<file path="src/rtl/fbfla_pkg.sv">
package fbfla_pkg;

    // pool size limit and the widths that follow from it
    localparam int MAX_BUFFERS = 1024;
    localparam int SLOT_W      = $clog2(MAX_BUFFERS);
    localparam int LINK_W      = $clog2(MAX_BUFFERS + 1);

    // configuration register widths
    localparam int BLOCK_W  = 32;
    localparam int BUF_W    = 17;
    localparam int OFFSET_W = 16;
    localparam int TAG_W    = 8;
    localparam int CFG_IDX_W  = 2;
    localparam int CFG_DATA_W = 32;

    // request and result field widths
    localparam int REQ_W    = 2;
    localparam int STATUS_W = 2;
    localparam int BOFF_W   = 32;
    localparam int PROD_W   = SLOT_W + BUF_W;

    // stream bus widths, fields packed from bit 0 and padded to bytes
    localparam int S_DATA_BITS = SLOT_W + TAG_W;
    localparam int S_DATA_W    = ((S_DATA_BITS + 7) / 8) * 8;
    localparam int M_DATA_BITS = SLOT_W + BOFF_W + LINK_W;
    localparam int M_DATA_W    = ((M_DATA_BITS + 7) / 8) * 8;

    // reset values of the configuration registers
    localparam logic [BLOCK_W-1:0]  BLOCK_SIZE_RST     = BLOCK_W'(65536);
    localparam logic [BUF_W-1:0]    BUFFER_SIZE_RST    = BUF_W'(64);
    localparam logic [OFFSET_W-1:0] INITIAL_OFFSET_RST = '0;
    localparam logic [TAG_W-1:0]    ALLOCATOR_TAG_RST  = '0;

    // divider for the pool size
    localparam int DIV_W     = BLOCK_W;
    localparam int DIV_CNT_W = $clog2(DIV_W);

    typedef enum logic [REQ_W-1:0] {
        REQ_ALLOC = 2'd0,
        REQ_FREE  = 2'd1,
        REQ_INIT  = 2'd2
    } req_t;

    typedef enum logic [STATUS_W-1:0] {
        STS_OK           = 2'd0,
        STS_EXHAUSTED    = 2'd1,
        STS_WRONG_OWNER  = 2'd2
    } status_t;

    typedef enum logic [CFG_IDX_W-1:0] {
        CFG_BLOCK_SIZE     = 2'd0,
        CFG_BUFFER_SIZE    = 2'd1,
        CFG_INITIAL_OFFSET = 2'd2,
        CFG_ALLOCATOR_TAG  = 2'd3
    } cfg_idx_t;

    typedef enum logic [1:0] {
        S_IDLE,
        S_DIV,
        S_FILL,
        S_DONE
    } fsm_state_t;

    // controller to datapath
    typedef struct packed {
        logic accept;
        logic div_start;
        logic load_count;
        logic fill_we;
        logic finish;
    } fbfla_cmd_t;

    // datapath to controller
    typedef struct packed {
        logic out_free;
        logic div_busy;
        logic fill_end;
    } fbfla_sts_t;

endpackage

</file>
<file path="src/rtl/fbfla_ctrl.sv">
module fbfla_ctrl (
    input  logic                        clk,
    input  logic                        rst_n,
    input  logic                        s_tvalid,
    input  logic [fbfla_pkg::REQ_W-1:0] req_type,
    output logic                        s_tready,
    input  fbfla_pkg::fbfla_sts_t       sts,
    output fbfla_pkg::fbfla_cmd_t       cmd
);
    import fbfla_pkg::*;

    fsm_state_t state_reg;
    fsm_state_t state_next;

    // state register
    always_ff @(posedge clk or negedge rst_n)
    begin
        if (!rst_n)
        begin
            state_reg <= S_IDLE;
        end
        else
        begin
            state_reg <= state_next;
        end
    end

    // next state
    always_comb
    begin
        state_next = state_reg;
        case (state_reg)
            S_IDLE:
            begin
                if (s_tvalid)
                begin
                    state_next = (req_type == REQ_INIT) ? S_DIV : S_DONE;
                end
            end
            S_DIV:
            begin
                if (!sts.div_busy)
                begin
                    state_next = S_FILL;
                end
            end
            S_FILL:
            begin
                if (sts.fill_end)
                begin
                    state_next = S_DONE;
                end
            end
            S_DONE:
            begin
                if (sts.out_free)
                begin
                    state_next = S_IDLE;
                end
            end
            default:
            begin
                state_next = S_IDLE;
            end
        endcase
    end

    // outputs
    always_comb
    begin
        s_tready       = 1'b0;
        cmd.accept     = 1'b0;
        cmd.div_start  = 1'b0;
        cmd.load_count = 1'b0;
        cmd.fill_we    = 1'b0;
        cmd.finish     = 1'b0;
        case (state_reg)
            S_IDLE:
            begin
                s_tready      = 1'b1;
                cmd.accept    = s_tvalid;
                cmd.div_start = s_tvalid && (req_type == REQ_INIT);
            end
            S_DIV:
            begin
                cmd.load_count = !sts.div_busy;
            end
            S_FILL:
            begin
                cmd.fill_we = !sts.fill_end;
            end
            S_DONE:
            begin
                cmd.finish = sts.out_free;
            end
            default:
            begin
                s_tready = 1'b0;
            end
        endcase
    end

endmodule

</file>
<file path="config.mk">
export PLATFORM = sky130hd
export DESIGN_NAME = fbfla_ctrl
export DESIGN_NICKNAME = d
export VERILOG_FILES = /design/src/rtl/fbfla_pkg.sv /design/src/rtl/fbfla_ctrl.sv
export SDC_FILE = /design/constraint.sdc
export NUM_CORES = 1
export LEC_CHECK = 0
export BUFFER_PORTS_ARGS = -buffer_cell sky130_fd_sc_hd__clkbuf_2
export CAP_MARGIN = 10
export CORE_AREA = 2 2 39 41
export CTS_CLUSTER_DIAMETER = 50
export DETAILED_ROUTE_END_ITERATION = 16
export DIE_AREA = 0 0 41 43
export GPL_TIMING_DRIVEN = 0
export PLACE_DENSITY = 0.45
export SLEW_MARGIN = 20
export SYNTH_ARGS = -nofsm -noshare
export SYNTH_HDL_FRONTEND = slang
export SYNTH_SLANG_ARGS = --single-unit
</file>
<file path="constraint.sdc">
create_clock -name clk -period 1.4 [get_ports clk]
set_clock_uncertainty 0.05 [all_clocks]
set_input_delay 0.28 -clock clk [delete_from_list [all_inputs] [get_ports clk]]
set_output_delay 0.28 -clock clk [all_outputs]
set_load 0.1 [all_outputs]
</file>
==> results.json <==
{
  "synth_seq_area_share_pct": 21.9,
  "post-route-period-util_pct": 120,
  "synthesis.instances": 23,
  "critPathLaunch": "state_reg[1]$_DFFE_PN0P_",
  "unrepaired_setup_endpoints_after_global_routing": "true",
  "gp_congestion": 0.653,
  "antenna_left": 0,
  "timing.final.setup_violations": 8,
  "final_cell_area_sq_um": 621,
  "design.portCount": 14,
  "p_leak_nw": 0.295,
  "post_synth_mux_area_share_pct": 10.9,
  "synth_top_family_by_area": "simple AND/OR/NAND/NOR gates",
  "critical_path_class": "reg2reg",
  "drive_above_1_share_pct": 80.4,
  "cts.reportedPaths.clkPinSlew_ns": 0.03,
  "grt.overflow.total": 0,
  "final_hold_violation_count": 0,
  "drt_iter0_drc": 0,
  "drt_drc_violations_left": 0,
  "synth-compound-area-share_pct": 2.73,
  "violations": "setup timing",
  "start_util_pct": 16.5,
  "setup-tns-final_ns": -1.77,
  "clock-sinks": 2,
  "fin_total_pwr_w": 0.00163,
  "final_routed_wire_length_divided_by_cell_count_microns": 11.7,
  "antenna_found_initial": 0,
  "worst-endpoint-arrival_ns": 1.76,
  "yosys_warnings": 0,
  "power_dens_cells_mw_per_mm2": 2620,
  "rows": 14,
  "synth_area_in_xor_xnor_pct": 0,
  "ff2ff_setup_slack_ns": -0.29,
  "hold_path_class": "in2async",
  "area_delta_synth_final_pct": 171,
  "synth.lib_cells_used.distinct": 14,
  "cts-root-to-sink-buffers": 2,
  "htree_num_levels": 1,
  "critPathCaptureType": "register",
  "chipWidth_microns": 41,
  "crit_path_end": "state_reg[1]$_DFFE_PN0P_",
  "yosys.area.top_type_share_pct": 21.9,
  "post_synth_main_area_contributors": "sky130_fd_sc_hd__dfrtp_1, sky130_fd_sc_hd__ha_1, sky130_fd_sc_hd__nand4b_4",
  "r2r-start": "state_reg[1]$_DFFE_PN0P_",
  "postSynthRegisterBits": 2,
  "cp_data_required_time_ns": 1.47,
  "post_drt_via_cell_ratio": 3.99,
  "yosys.area_share.simple_pct": 37.7,
  "wire_length_of_the_first_global_routing_pass_microns": 1300,
  "dp.final_hpwl_microns": 373,
  "placeableCoreArea_sq_mm": 0.00138,
  "clock-root-buffer": "sky130_fd_sc_hd__clkbuf_4",
  "finalWorstSetupSlack_ns": -0.287,
  "power.ir.vdd_worst_mv": 1.24,
  "drtPass1Iterations": 1,
  "final_max_slew_viol_count": 0,
  "cts_tree": "built",
  "via_count": 267,
  "area_of_the_die_sq_mm": 0.00176,
  "cts_inserted_buffers": 3,
  "port_buffers": 13,
  "chipHeight_microns": 43,
  "largest_area_contributor_in_the_synthesized_netlist": "sky130_fd_sc_hd__dfrtp_1",
  "track_usage_pct": 12.1,
  "antenna_cells": 0,
  "maximum_fanout_encountered_on_the_critical_timing_path": 3,
  "final_core_utilization_pct": 44.8,
  "worst_case_headroom_to_the_max_slew_limit_pct": 86.9,
  "syn-num-nets": 35,
  "final_period_minus_worst_setup_slack_ns": 1.69,
  "worst_skew_pair.late_latency_ns": 0.24,
  "crit-reg2reg-capture": "state_reg[1]$_DFFE_PN0P_",
  "yosys.area_share.adder_pct": 21.9,
  "layout.nets": 65,
  "combined_area_of_all_synthesized_cells_sq_um": 229,
  "detailed_place.area_sq_um": 343,
  "result_of_the_run": "finished with violations",
  "setup.worst_path.start_class": "register",
  "total_wirelength_microns": 787,
  "syn-mean-instance-area_sq_um": 9.96,
  "maxCapViolations": 0,
  "worst_pin_slew_ns": 0.191,
  "clock.fmax_mhz": 593,
  "number_of_global_route_vias_before_repair": 305,
  "worst-r2r-cell-count": 7,
  "largest_reg_flops": 2,
  "grt_max_degree": 5
}
-- per-stage QoR --
stage | hold slack (ns) | cells | setup WS [ns]
final | 0.310 | 67 | -0.287
after global routing | 0.318 | 67 | -0.347
after CTS | 0.311 | 63 | -0.282
after detailed placement | 0.0182 | 52 | -0.356
after global placement | 0.0180 | 52 | -0.361
after floorplan | -0.0656 | 23 | -0.608
-- cells by family (layout without fill, tap and decap cells) --
logic type / after synthesis / count (layout)
and+or+nand+nor: 11 / 11
adders and majority gates: 4 / 4
buffers and inverters: 3 / 31
muxes: 2 / 2
DFF: 2 / 2
AOI/OAI and AO/OA: 1 / 1
-- layout make-up --
| type | count | area [sq um] |
|---|---|---|
| inverters | 3 | 11.3 |
| flip-flops and latches | 2 | 50.0 |
| multi-input cells | 18 | 233 |
| clock buffers | 3 | 22.5 |
| well taps | 16 | 20.0 |
| repair buffers | 25 | 284 |
| fillers | 136 | 763 |
-- how the worst min path moves through the flow --
stage          startpoint                       end  slack (ns)  depth (start not counted)
6_report            rst_n  state_reg[1]$_DFFE_PN0P_        0.31                          2
5_1_grt             rst_n  state_reg[1]$_DFFE_PN0P_        0.32                          2
2_1_floorplan       rst_n  state_reg[0]$_DFFE_PN0P_       -0.07                          0
3_5_place_dp        rst_n  state_reg[0]$_DFFE_PN0P_        0.02                          1
4_1_cts             rst_n  state_reg[1]$_DFFE_PN0P_        0.31                          2
3_3_place_gp        rst_n  state_reg[1]$_DFFE_PN0P_        0.02                          1
-- critical path, cell delays in order, from the launching register on --
cell	delay [ns]
sky130_fd_sc_hd__dfrtp_1	0.39
sky130_fd_sc_hd__buf_4	0.15
sky130_fd_sc_hd__buf_6	0.11
sky130_fd_sc_hd__ha_4	0.15
sky130_fd_sc_hd__nor2b_4	0.13
sky130_fd_sc_hd__buf_6	0.10
sky130_fd_sc_hd__nand4b_4	0.18
sky130_fd_sc_hd__mux2_4	0.31
-- cells in the mapped netlist --
master                     n
sky130_fd_sc_hd__nand2b_1  2
sky130_fd_sc_hd__mux2_4    1
sky130_fd_sc_hd__dfrtp_1   2
sky130_fd_sc_hd__mux2i_1   1
sky130_fd_sc_hd__and3_1    1
sky130_fd_sc_hd__a31oi_1   1
sky130_fd_sc_hd__nand4b_4  1
sky130_fd_sc_hd__nand2_1   1
sky130_fd_sc_hd__nor2b_4   1
sky130_fd_sc_hd__nor2b_1   1
sky130_fd_sc_hd__nor2_1    2
sky130_fd_sc_hd__inv_1     3
sky130_fd_sc_hd__and2_1    2
sky130_fd_sc_hd__ha_1      4
-- cell usage in the layout (no fill, tap or decap) --
| master | instances |
|---|---|
| sky130_fd_sc_hd__a31oi_1 | 1 |
| sky130_fd_sc_hd__and2_4 | 2 |
| sky130_fd_sc_hd__and3_4 | 1 |
| sky130_fd_sc_hd__buf_12 | 1 |
| sky130_fd_sc_hd__buf_4 | 8 |
| sky130_fd_sc_hd__buf_6 | 3 |
| sky130_fd_sc_hd__clkbuf_16 | 5 |
| sky130_fd_sc_hd__clkbuf_2 | 7 |
| sky130_fd_sc_hd__clkbuf_4 | 3 |
| sky130_fd_sc_hd__dfrtp_1 | 2 |
| sky130_fd_sc_hd__dlygate4sd3_1 | 1 |
| sky130_fd_sc_hd__ha_2 | 1 |
| sky130_fd_sc_hd__ha_4 | 3 |
| sky130_fd_sc_hd__inv_1 | 1 |
| sky130_fd_sc_hd__inv_2 | 2 |
| sky130_fd_sc_hd__mux2_4 | 1 |
| sky130_fd_sc_hd__mux2i_1 | 1 |
| sky130_fd_sc_hd__nand2_1 | 1 |
| sky130_fd_sc_hd__nand2b_1 | 1 |
| sky130_fd_sc_hd__nand2b_4 | 1 |
| sky130_fd_sc_hd__nand4b_4 | 1 |
| sky130_fd_sc_hd__nor2_1 | 2 |
| sky130_fd_sc_hd__nor2b_4 | 2 |
-- metal layers --
metal	share of wire [%]	track usage, %	routed length [microns]	vias to the layer above
met1	33	11.3	257	123
met5	0	0	0	-
met2	61	19.4	477	11
met4	3.3	10.0	26	0
met3	3.3	4.71	26	3
li1	-	-	-	130
-- where the power goes --
part | internal [W] | switching (W)
Clock | 0.0000953 | 0.0000432
Combinational | 0.000667 | 0.000704
Sequential | 0.0000918 | 0.0000257
Total | 0.000854 | 0.000773
-- repair_timing --
action                                  CTS  global route
endpoints found under the setup margin    7             8
pin swaps                                 3             0
gates resized for setup                  23             7
hold buffers                              1             0
endpoints found under the hold margin     2             0
setup buffers                             7             4
Note: power is estimated with default switching activity, not from simulation.
